==> src/rtl/ecal_pkg.sv <==
// Package for the epoch-seconds-to-calendar block: widths, calendar
// constants, sequencer states, month-length helpers and small mod-7 helpers.
// No dependencies.
package ecal_pkg;

  localparam int unsigned REM_W = 32;

  localparam logic [REM_W-1:0] SECS_PER_DAY     = 32'd86400;
  localparam logic [REM_W-1:0] SECS_PER_HOUR    = 32'd3600;
  localparam logic [REM_W-1:0] SECS_PER_MINUTE  = 32'd60;
  localparam logic [REM_W-1:0] YEAR_COMMON_SECS = 32'd31536000;
  localparam logic [REM_W-1:0] YEAR_LEAP_SECS   = 32'd31622400;

  localparam logic [11:0] EPOCH_YEAR    = 12'd1970;
  localparam logic [2:0]  EPOCH_WEEKDAY = 3'd4;
  localparam logic [1:0]  EPOCH_MOD4    = 2'd2;
  localparam logic [6:0]  EPOCH_MOD100  = 7'd70;
  localparam logic [8:0]  EPOCH_MOD400  = 9'd370;
  localparam logic [3:0]  LAST_MONTH    = 4'd12;

  typedef struct packed {
    logic             ge;
    logic [REM_W-1:0] diff;
  } alu_res_t;

  typedef enum logic [6:0] {
    ST_IDLE  = 7'b0000001,
    ST_YEAR  = 7'b0000010,
    ST_MONTH = 7'b0000100,
    ST_DAY   = 7'b0001000,
    ST_HOUR  = 7'b0010000,
    ST_MIN   = 7'b0100000,
    ST_DONE  = 7'b1000000
  } state_e;

  // Month length in days, 28..31.
  function automatic logic [4:0] month_days(input logic [3:0] month, input logic leap);
    logic [4:0] d;
    begin
      case (month)
        4'd2:                      d = leap ? 5'd29 : 5'd28;
        4'd4, 4'd6, 4'd9, 4'd11:   d = 5'd30;
        default:                   d = 5'd31;
      endcase
      return d;
    end
  endfunction

  // Month length in seconds.
  function automatic logic [REM_W-1:0] month_secs(input logic [3:0] month, input logic leap);
    logic [REM_W-1:0] s;
    begin
      case (month_days(month, leap))
        5'd28:   s = 32'd2419200;
        5'd29:   s = 32'd2505600;
        5'd30:   s = 32'd2592000;
        default: s = 32'd2678400;
      endcase
      return s;
    end
  endfunction

  // Reduce a 5-bit value modulo 7.
  function automatic logic [2:0] mod7_5(input logic [4:0] v);
    logic [4:0] r;
    begin
      if (v >= 5'd28)      r = v - 5'd28;
      else if (v >= 5'd21) r = v - 5'd21;
      else if (v >= 5'd14) r = v - 5'd14;
      else if (v >= 5'd7)  r = v - 5'd7;
      else                 r = v;
      return r[2:0];
    end
  endfunction

  // Sum of two values below 7, modulo 7.
  function automatic logic [2:0] add_mod7(input logic [2:0] a, input logic [2:0] b);
    logic [3:0] s;
    begin
      s = {1'b0, a} + {1'b0, b};
      if (s >= 4'd7) s = s - 4'd7;
      return s[2:0];
    end
  endfunction

endpackage

==> src/rtl/ecal_in_if.sv <==
// Input channel of the calendar block: valid/ready and the epoch count.
// No dependencies.
interface ecal_in_if;
  logic        valid;
  logic        ready;
  logic [31:0] epoch_seconds;

  modport source (output valid, output epoch_seconds, input ready);
  modport sink   (input valid, input epoch_seconds, output ready);
endinterface

==> src/rtl/ecal_out_if.sv <==
// Output channel of the calendar block: valid/ready and the date fields.
// No dependencies.
interface ecal_out_if;
  logic        valid;
  logic        ready;
  logic [11:0] year;
  logic [3:0]  month;
  logic [4:0]  day_of_month;
  logic [2:0]  weekday;
  logic [4:0]  hour;
  logic [5:0]  minute;
  logic [5:0]  second;

  modport source (output valid, output year, output month, output day_of_month,
                  output weekday, output hour, output minute, output second,
                  input ready);
  modport sink   (input valid, input year, input month, input day_of_month,
                  input weekday, input hour, input minute, input second,
                  output ready);
endinterface

==> src/rtl/ecal_alu.sv <==
// Shared subtract-and-compare unit of the calendar block.
// Depends on ecal_pkg.
module ecal_alu (
  input  logic [ecal_pkg::REM_W-1:0] a_i,
  input  logic [ecal_pkg::REM_W-1:0] b_i,
  output ecal_pkg::alu_res_t         res_o
);
  import ecal_pkg::*;

  logic [REM_W:0] full;

  assign full       = {1'b0, a_i} - {1'b0, b_i};
  assign res_o.ge   = ~full[REM_W];
  assign res_o.diff = full[REM_W-1:0];

endmodule

==> src/rtl/epoch_seconds_to_calendar_unit.sv <==
// Top level: converts seconds since 1970-01-01 00:00:00 UTC to a calendar date.
// Depends on ecal_pkg, ecal_in_if, ecal_out_if and ecal_alu.

// One item at a time: after an epoch count is accepted, a sequencer drives one
// shared 32-bit subtract-and-compare unit. It strips whole years, then whole
// months, then splits the rest by restoring division into days (5 steps),
// hours (5) and minutes (6); what is left is the second. Weekday is carried
// mod 7 alongside. The finished date waits until the output register is free.
// The input is not ready while a conversion runs and comes back in the same
// cycle as the registered result. The result sits in an output register, so a
// new item is taken while the previous result still waits for its consumer.
module epoch_seconds_to_calendar_unit (
  input  logic       clk_i,
  input  logic       rst_ni,
  ecal_in_if.sink    in_i,
  ecal_out_if.source out_o
);
  import ecal_pkg::*;

  state_e           state_q, state_d;
  logic [REM_W-1:0] rem_q, rem_d;
  logic [11:0]      year_q, year_d;
  logic [3:0]       month_q, month_d;
  logic [4:0]       day_q, day_d;
  logic [4:0]       hour_q, hour_d;
  logic [5:0]       minute_q, minute_d;
  logic [2:0]       wday_q, wday_d;
  logic [1:0]       mod4_q, mod4_d;
  logic [6:0]       mod100_q, mod100_d;
  logic [8:0]       mod400_q, mod400_d;
  logic [2:0]       step_q, step_d;

  logic             out_valid_q, out_valid_d;
  logic [11:0]      o_year_q, o_year_d;
  logic [3:0]       o_month_q, o_month_d;
  logic [4:0]       o_day_q, o_day_d;
  logic [2:0]       o_wday_q, o_wday_d;
  logic [4:0]       o_hour_q, o_hour_d;
  logic [5:0]       o_minute_q, o_minute_d;
  logic [5:0]       o_second_q, o_second_d;

  logic             leap;
  logic [REM_W-1:0] alu_b;
  alu_res_t         alu_res;
  logic [4:0]       day_full;

  // Gregorian rule from the running residues of the year.
  assign leap = (mod4_q == 2'd0) && ((mod100_q != 7'd0) || (mod400_q == 9'd0));

  // Pick the subtrahend for the shared unit.
  always_comb begin
    case (state_q)
      ST_YEAR:  alu_b = leap ? YEAR_LEAP_SECS : YEAR_COMMON_SECS;
      ST_MONTH: alu_b = month_secs(month_q, leap);
      ST_DAY:   alu_b = SECS_PER_DAY << step_q;
      ST_HOUR:  alu_b = SECS_PER_HOUR << step_q;
      ST_MIN:   alu_b = SECS_PER_MINUTE << step_q;
      default:  alu_b = '0;
    endcase
  end

  ecal_alu u_alu (
    .a_i   (rem_q),
    .b_i   (alu_b),
    .res_o (alu_res)
  );

  assign day_full = {day_q[3:0], alu_res.ge};

  always_comb begin
    state_d    = state_q;
    rem_d      = rem_q;
    year_d     = year_q;
    month_d    = month_q;
    day_d      = day_q;
    hour_d     = hour_q;
    minute_d   = minute_q;
    wday_d     = wday_q;
    mod4_d     = mod4_q;
    mod100_d   = mod100_q;
    mod400_d   = mod400_q;
    step_d     = step_q;

    out_valid_d = out_valid_q;
    o_year_d    = o_year_q;
    o_month_d   = o_month_q;
    o_day_d     = o_day_q;
    o_wday_d    = o_wday_q;
    o_hour_d    = o_hour_q;
    o_minute_d  = o_minute_q;
    o_second_d  = o_second_q;

    // Drop the held result once the consumer takes it.
    if (out_valid_q && out_o.ready) begin
      out_valid_d = 1'b0;
    end

    case (state_q)
      ST_IDLE: begin
        if (in_i.valid) begin
          rem_d    = in_i.epoch_seconds;
          year_d   = EPOCH_YEAR;
          wday_d   = EPOCH_WEEKDAY;
          mod4_d   = EPOCH_MOD4;
          mod100_d = EPOCH_MOD100;
          mod400_d = EPOCH_MOD400;
          state_d  = ST_YEAR;
        end
      end
      ST_YEAR: begin
        // Strip one whole year, or move on to months.
        if (alu_res.ge) begin
          rem_d    = alu_res.diff;
          year_d   = year_q + 12'd1;
          wday_d   = add_mod7(wday_q, leap ? 3'd2 : 3'd1);
          mod4_d   = mod4_q + 2'd1;
          mod100_d = (mod100_q == 7'd99)  ? 7'd0 : mod100_q + 7'd1;
          mod400_d = (mod400_q == 9'd399) ? 9'd0 : mod400_q + 9'd1;
        end else begin
          month_d = 4'd1;
          state_d = ST_MONTH;
        end
      end
      ST_MONTH: begin
        // Strip one whole month; December always stops.
        if (alu_res.ge && (month_q < LAST_MONTH)) begin
          rem_d   = alu_res.diff;
          month_d = month_q + 4'd1;
          wday_d  = add_mod7(wday_q, mod7_5(month_days(month_q, leap)));
        end else begin
          day_d   = '0;
          step_d  = 3'd4;
          state_d = ST_DAY;
        end
      end
      ST_DAY: begin
        day_d = day_full;
        if (alu_res.ge) rem_d = alu_res.diff;
        if (step_q == 3'd0) begin
          wday_d  = add_mod7(wday_q, mod7_5(day_full));
          hour_d  = '0;
          step_d  = 3'd4;
          state_d = ST_HOUR;
        end else begin
          step_d = step_q - 3'd1;
        end
      end
      ST_HOUR: begin
        hour_d = {hour_q[3:0], alu_res.ge};
        if (alu_res.ge) rem_d = alu_res.diff;
        if (step_q == 3'd0) begin
          minute_d = '0;
          step_d   = 3'd5;
          state_d  = ST_MIN;
        end else begin
          step_d = step_q - 3'd1;
        end
      end
      ST_MIN: begin
        minute_d = {minute_q[4:0], alu_res.ge};
        if (alu_res.ge) rem_d = alu_res.diff;
        if (step_q == 3'd0) begin
          state_d = ST_DONE;
        end else begin
          step_d = step_q - 3'd1;
        end
      end
      ST_DONE: begin
        // Hand the date to the output register once it is free.
        if (!out_valid_q || out_o.ready) begin
          out_valid_d = 1'b1;
          o_year_d    = year_q;
          o_month_d   = month_q;
          o_day_d     = day_q + 5'd1;
          o_wday_d    = wday_q;
          o_hour_d    = hour_q;
          o_minute_d  = minute_q;
          o_second_d  = rem_q[5:0];
          state_d     = ST_IDLE;
        end
      end
      default: begin
        state_d = ST_IDLE;
      end
    endcase
  end

  always_ff @(posedge clk_i or negedge rst_ni) begin
    if (!rst_ni) begin
      state_q     <= ST_IDLE;
      out_valid_q <= 1'b0;
    end else begin
      state_q     <= state_d;
      out_valid_q <= out_valid_d;
    end
  end

  always_ff @(posedge clk_i) begin
    rem_q      <= rem_d;
    year_q     <= year_d;
    month_q    <= month_d;
    day_q      <= day_d;
    hour_q     <= hour_d;
    minute_q   <= minute_d;
    wday_q     <= wday_d;
    mod4_q     <= mod4_d;
    mod100_q   <= mod100_d;
    mod400_q   <= mod400_d;
    step_q     <= step_d;
    o_year_q   <= o_year_d;
    o_month_q  <= o_month_d;
    o_day_q    <= o_day_d;
    o_wday_q   <= o_wday_d;
    o_hour_q   <= o_hour_d;
    o_minute_q <= o_minute_d;
    o_second_q <= o_second_d;
  end

  assign in_i.ready         = (state_q == ST_IDLE);
  assign out_o.valid        = out_valid_q;
  assign out_o.year         = o_year_q;
  assign out_o.month        = o_month_q;
  assign out_o.day_of_month = o_day_q;
  assign out_o.weekday      = o_wday_q;
  assign out_o.hour         = o_hour_q;
  assign out_o.minute       = o_minute_q;
  assign out_o.second       = o_second_q;

endmodule

==> src/flat_wrapper.sv <==
// flat-port wrapper written by rule: the top's interface ports become plain ports
module epoch_seconds_to_calendar_unit_flat import ecal_pkg::*;
  (clk_i, rst_ni, in_i_valid, in_i_epoch_seconds, in_i_ready, out_o_valid, out_o_year, out_o_month, out_o_day_of_month, out_o_weekday, out_o_hour, out_o_minute, out_o_second, out_o_ready);
  ecal_in_if in_i_i ();
  ecal_out_if out_o_i ();
  input  logic clk_i;
  input  logic rst_ni;
  input wire logic [$bits(in_i_i.valid)-1:0] in_i_valid;
  input wire logic [$bits(in_i_i.epoch_seconds)-1:0] in_i_epoch_seconds;
  output wire logic [$bits(in_i_i.ready)-1:0] in_i_ready;
  output wire logic [$bits(out_o_i.valid)-1:0] out_o_valid;
  output wire logic [$bits(out_o_i.year)-1:0] out_o_year;
  output wire logic [$bits(out_o_i.month)-1:0] out_o_month;
  output wire logic [$bits(out_o_i.day_of_month)-1:0] out_o_day_of_month;
  output wire logic [$bits(out_o_i.weekday)-1:0] out_o_weekday;
  output wire logic [$bits(out_o_i.hour)-1:0] out_o_hour;
  output wire logic [$bits(out_o_i.minute)-1:0] out_o_minute;
  output wire logic [$bits(out_o_i.second)-1:0] out_o_second;
  input wire logic [$bits(out_o_i.ready)-1:0] out_o_ready;
  assign in_i_i.valid = in_i_valid;
  assign in_i_i.epoch_seconds = in_i_epoch_seconds;
  assign in_i_ready = in_i_i.ready;
  assign out_o_valid = out_o_i.valid;
  assign out_o_year = out_o_i.year;
  assign out_o_month = out_o_i.month;
  assign out_o_day_of_month = out_o_i.day_of_month;
  assign out_o_weekday = out_o_i.weekday;
  assign out_o_hour = out_o_i.hour;
  assign out_o_minute = out_o_i.minute;
  assign out_o_second = out_o_i.second;
  assign out_o_i.ready = out_o_ready;
  epoch_seconds_to_calendar_unit u_core (.clk_i(clk_i), .rst_ni(rst_ni), .in_i(in_i_i), .out_o(out_o_i));
endmodule
==> config.mk <==
export PLATFORM = sky130hd
export DESIGN_NAME = epoch_seconds_to_calendar_unit_flat
export DESIGN_NICKNAME = d
export VERILOG_FILES = /design/src/rtl/ecal_pkg.sv /design/src/rtl/ecal_in_if.sv /design/src/rtl/ecal_out_if.sv /design/src/rtl/ecal_alu.sv /design/src/rtl/epoch_seconds_to_calendar_unit.sv /design/src/flat_wrapper.sv
export SDC_FILE = /design/constraint.sdc
export NUM_CORES = 1
export LEC_CHECK = 0
export BUFFER_PORTS_ARGS = -buffer_cell sky130_fd_sc_hd__buf_2
export CAP_MARGIN = 20
export CELL_PAD_IN_SITES_DETAIL_PLACEMENT = 0
export CELL_PAD_IN_SITES_GLOBAL_PLACEMENT = 2
export CORE_ASPECT_RATIO = 1.1
export CORE_MARGIN = 5
export CORE_UTILIZATION = 33
export CTS_CLUSTER_DIAMETER = 100
export DETAILED_ROUTE_END_ITERATION = 7
export GPL_TIMING_DRIVEN = 0
export PLACE_DENSITY_LB_ADDON = 0.1
export SKIP_CTS_REPAIR_TIMING = 1
export SLEW_MARGIN = 10
export SYNTH_ARGS = -nofsm -noshare
export SYNTH_HDL_FRONTEND = slang
export SYNTH_SLANG_ARGS = --single-unit
==> constraint.sdc <==
create_clock -name clk_i -period 9.44 [get_ports clk_i]
set_clock_uncertainty 0.1 [all_clocks]
set_input_delay 0.472 -clock clk_i [delete_from_list [all_inputs] [get_ports clk_i]]
set_output_delay 0.472 -clock clk_i [all_outputs]
set_load 0.02 [all_outputs]
==> summary.txt <==
Layout
  • Post-route cell area: about 9500 µm²
  • Diode count: 0
  • Layout area overhead: 18.3%
  • Share of cells above drive strength 1: about 14%
  • Nets@finish: 972

Drt
  • DRT antenna net count: 0
  • Avg WL per Cell: roughly 17 µm
  • Vias/cell: 5.07
  • Via count: a little over 6000
  • Residual DRC count: 0
  • Drt initial violations: between 200 and 250
  • Detailed-route wire length: 20.4 mm
  • First-pass iteration count of the detailed router: 4

Global routing
  • Vias in the first global route: 6341
  • Antenna violations before repair: 0
  • Largest net degree at the start of global routing: 25
  • Overflow after GRT: 0
  • Tot GR Track Use: 14.9%
  • Global-route wire length before repair: 33.3 mm

Floorplanning
  • Die H: between 150 and 200 µm
  • IO Pins: 79
  • Row Count: 60
  • Initial Util: around a third
  • Chip width: 159 µm
  • Die ar.: 27700 µm²
  • Core ar.: 24200 µm²

Synthesis
  • Synth Warn #: 0
  • Syn nets: 870
  • Top cell type's share of synthesized area: 48.0%
  • Synth Register Bits: 137
  • Syn avg cell area: between 10 and 15 µm²
  • Most frequent cell after synthesis: edfxtp_1
  • Top cells by count, synth: 129 x edfxtp_1, 82 x nand2_1, 81 x nor2_1
  • Ys flop type: edfxtp_1
  • Cell area after synthesis: 8070 µm²
  • Synth cell types: 64
  • Synth async-reset ratio: 5.84%
  • Number of flops mapped to enable cells by yosys: 129
  • Top cells by area, synth: edfxtp_1 48%, ha_1 8.4%, nand2_1 3.8%
  • Sequential area share after synthesis: 50.5%
  • Mapped Cells: approximately 780
  • Area leader, netlist: edfxtp_1

Placement
  • Final HPWL DP: between 15 and 20 mm
  • Routability cong.: 0.858
  • IO Port Bufs: 78
  • Post-place instance area: 8950 µm²

Power and ir drop
  • PwrDens: about 290 nW/µm²
  • Leakage: 3.74 nW
  • Maximum VDD drop: roughly 0.13 mV

Setup path
  • WS Path Type: flop to flop
  • Worst Path Required: around 9500 ps
  • Slowest cell on crit path: clkbuf_1
  • Startpoint types: flop
  • CP peak stage delay: 560 ps
  • Crit. End Element: flop
  • Worst-path maximum fanout: 11
  • FF-to-FF path depth: 31
  • Critical path arrival: 8110 ps

STA
  • Fin Hold WS: 225 ps
  • Relative slew slack: 41.1%
  • Max Fclk: between 0.1 and 0.15 GHz
  • Slew Limit Fails: 0
  • Count of final setup violators: 0
  • Worst-margin pin slew: 882 ps
  • RSZ-0062 raised after global routing: no
  • Final Cycle Share: 85.5%
  • Minimum clock period: 8070 ps
  • Final Hold Viols: 0

Clock network
  • Clock transition at path regs: 60 ps
  • CTS root buf: clkbuf_16
  • Clock latency on the worst-skew pair: around 420 ps
  • CTS tree: done
  • Clk buf depth: 2
  • H-tree depth: 4
  • TritonCTS Buffers: 17
  • Total clock sinks: 137

Min path
  • Hold path depth: 3
  • Worst min path class: primary input to flop

Status
  • Status: finished, final reports clean

Run
  • Max-cap violations: 0
## power by group
part           internal [mW]  switching, mW  leakage, nW
Clock                  0.393          0.271        0.285
Combinational          0.466          0.662         2.16
Sequential             0.855         0.0774         1.29
Total                   1.71           1.01         3.74
## sequential cells by signal, indices dropped and copies added (netlist names), 6 cells and up
signal,flops
u_core.rem_q,32
u_core.out_o.minute,6
u_core.minute_q,6
u_core.mod400_q,9
u_core.state_q,7
u_core.mod100_q,7
u_core.year_q,12
u_core.out_o.year,12
u_core.out_o.second,6
## placed cells by master, fill, tap and decap left out, types with 30 or more instances in the layout
cell type,instances
edfxtp_1,129
nand2_1,82
nor2_1,81
buf_2,78
ha_1,54
a21oi_1,47
o21ai_0,46
clkbuf_1,33
nand3_1,32
xnor2_1,31
inv_1,30
## path summary, 6_finish.rpt
kind | start | slack [ps] | end
min reg2reg | u_core.rem_q[1] | 320 | u_core.out_o.second[1]
max | u_core.state_q[1] | 1370 | u_core.wday_q[1]
min in group asynchronous | rst_ni | 340 | u_core.state_q[5]
min | in_i_epoch_seconds[21] | 230 | u_core.rem_q[21]
max reg2reg | u_core.state_q[1] | 1370 | u_core.wday_q[1]
max in group asynchronous | rst_ni | 8650 | u_core.state_q[0]
## through the flow
step / total power [mW] / util (%) / setup WS (ps) / TNS [ps] / cells
CTS: 2.76 / 39.3 / 1260 / 0 / 1201
global route: 2.94 / 39.3 / 629 / 0 / 1202
floorplan: 1.77 / - / 2490 / 0 / 777
detailed placement: 2.08 / 36.9 / 1280 / 0 / 1169
global placement: 2.03 / 36.5 / -490 / -14660 / 1165
finish: 2.72 / 39.3 / 1370 / 0 / 1202
## final cells by class
class                      instances  area (µm²)
buffer                            34         135
clock buffer                      19         433
clock inverter                    13         149
fill                            2434       14700
inverter                          32         120
multi-input combinational        574        3750
sequential                       137        4080
tap                              310         388
timing repair buffer              83         485
## layer usage
layer	share of wire, %	global-route usage (%)
met1	47	19.3
met2	48	25.1
met3	3.8	3.15
met4	1.8	4.69
met5	0	0
## logic make-up after synthesis
group | Yosys count | share of synthesized area (%)
muxes | 7 | 0.915
buffers and inverters | 66 | 3.16
AOI/OAI and AO/OA | 184 | 14.8
DFF | 137 | 50.5
xor gates and xnor gates | 53 | 5.76
and+or+nand+nor | 273 | 15.8
adders and majority gates | 57 | 9.12
## worst max-delay path: cells and delay by family (launching register included)
family,cells,cell delay [ps]
muxes,2,440
adders and majority gates,5,1550
and+or+nand+nor,6,1980
buffers and inverters,5,1170
DFF,1,380
AOI/OAI and AO/OA,13,2180
Power figures use the tool's default switching activity.
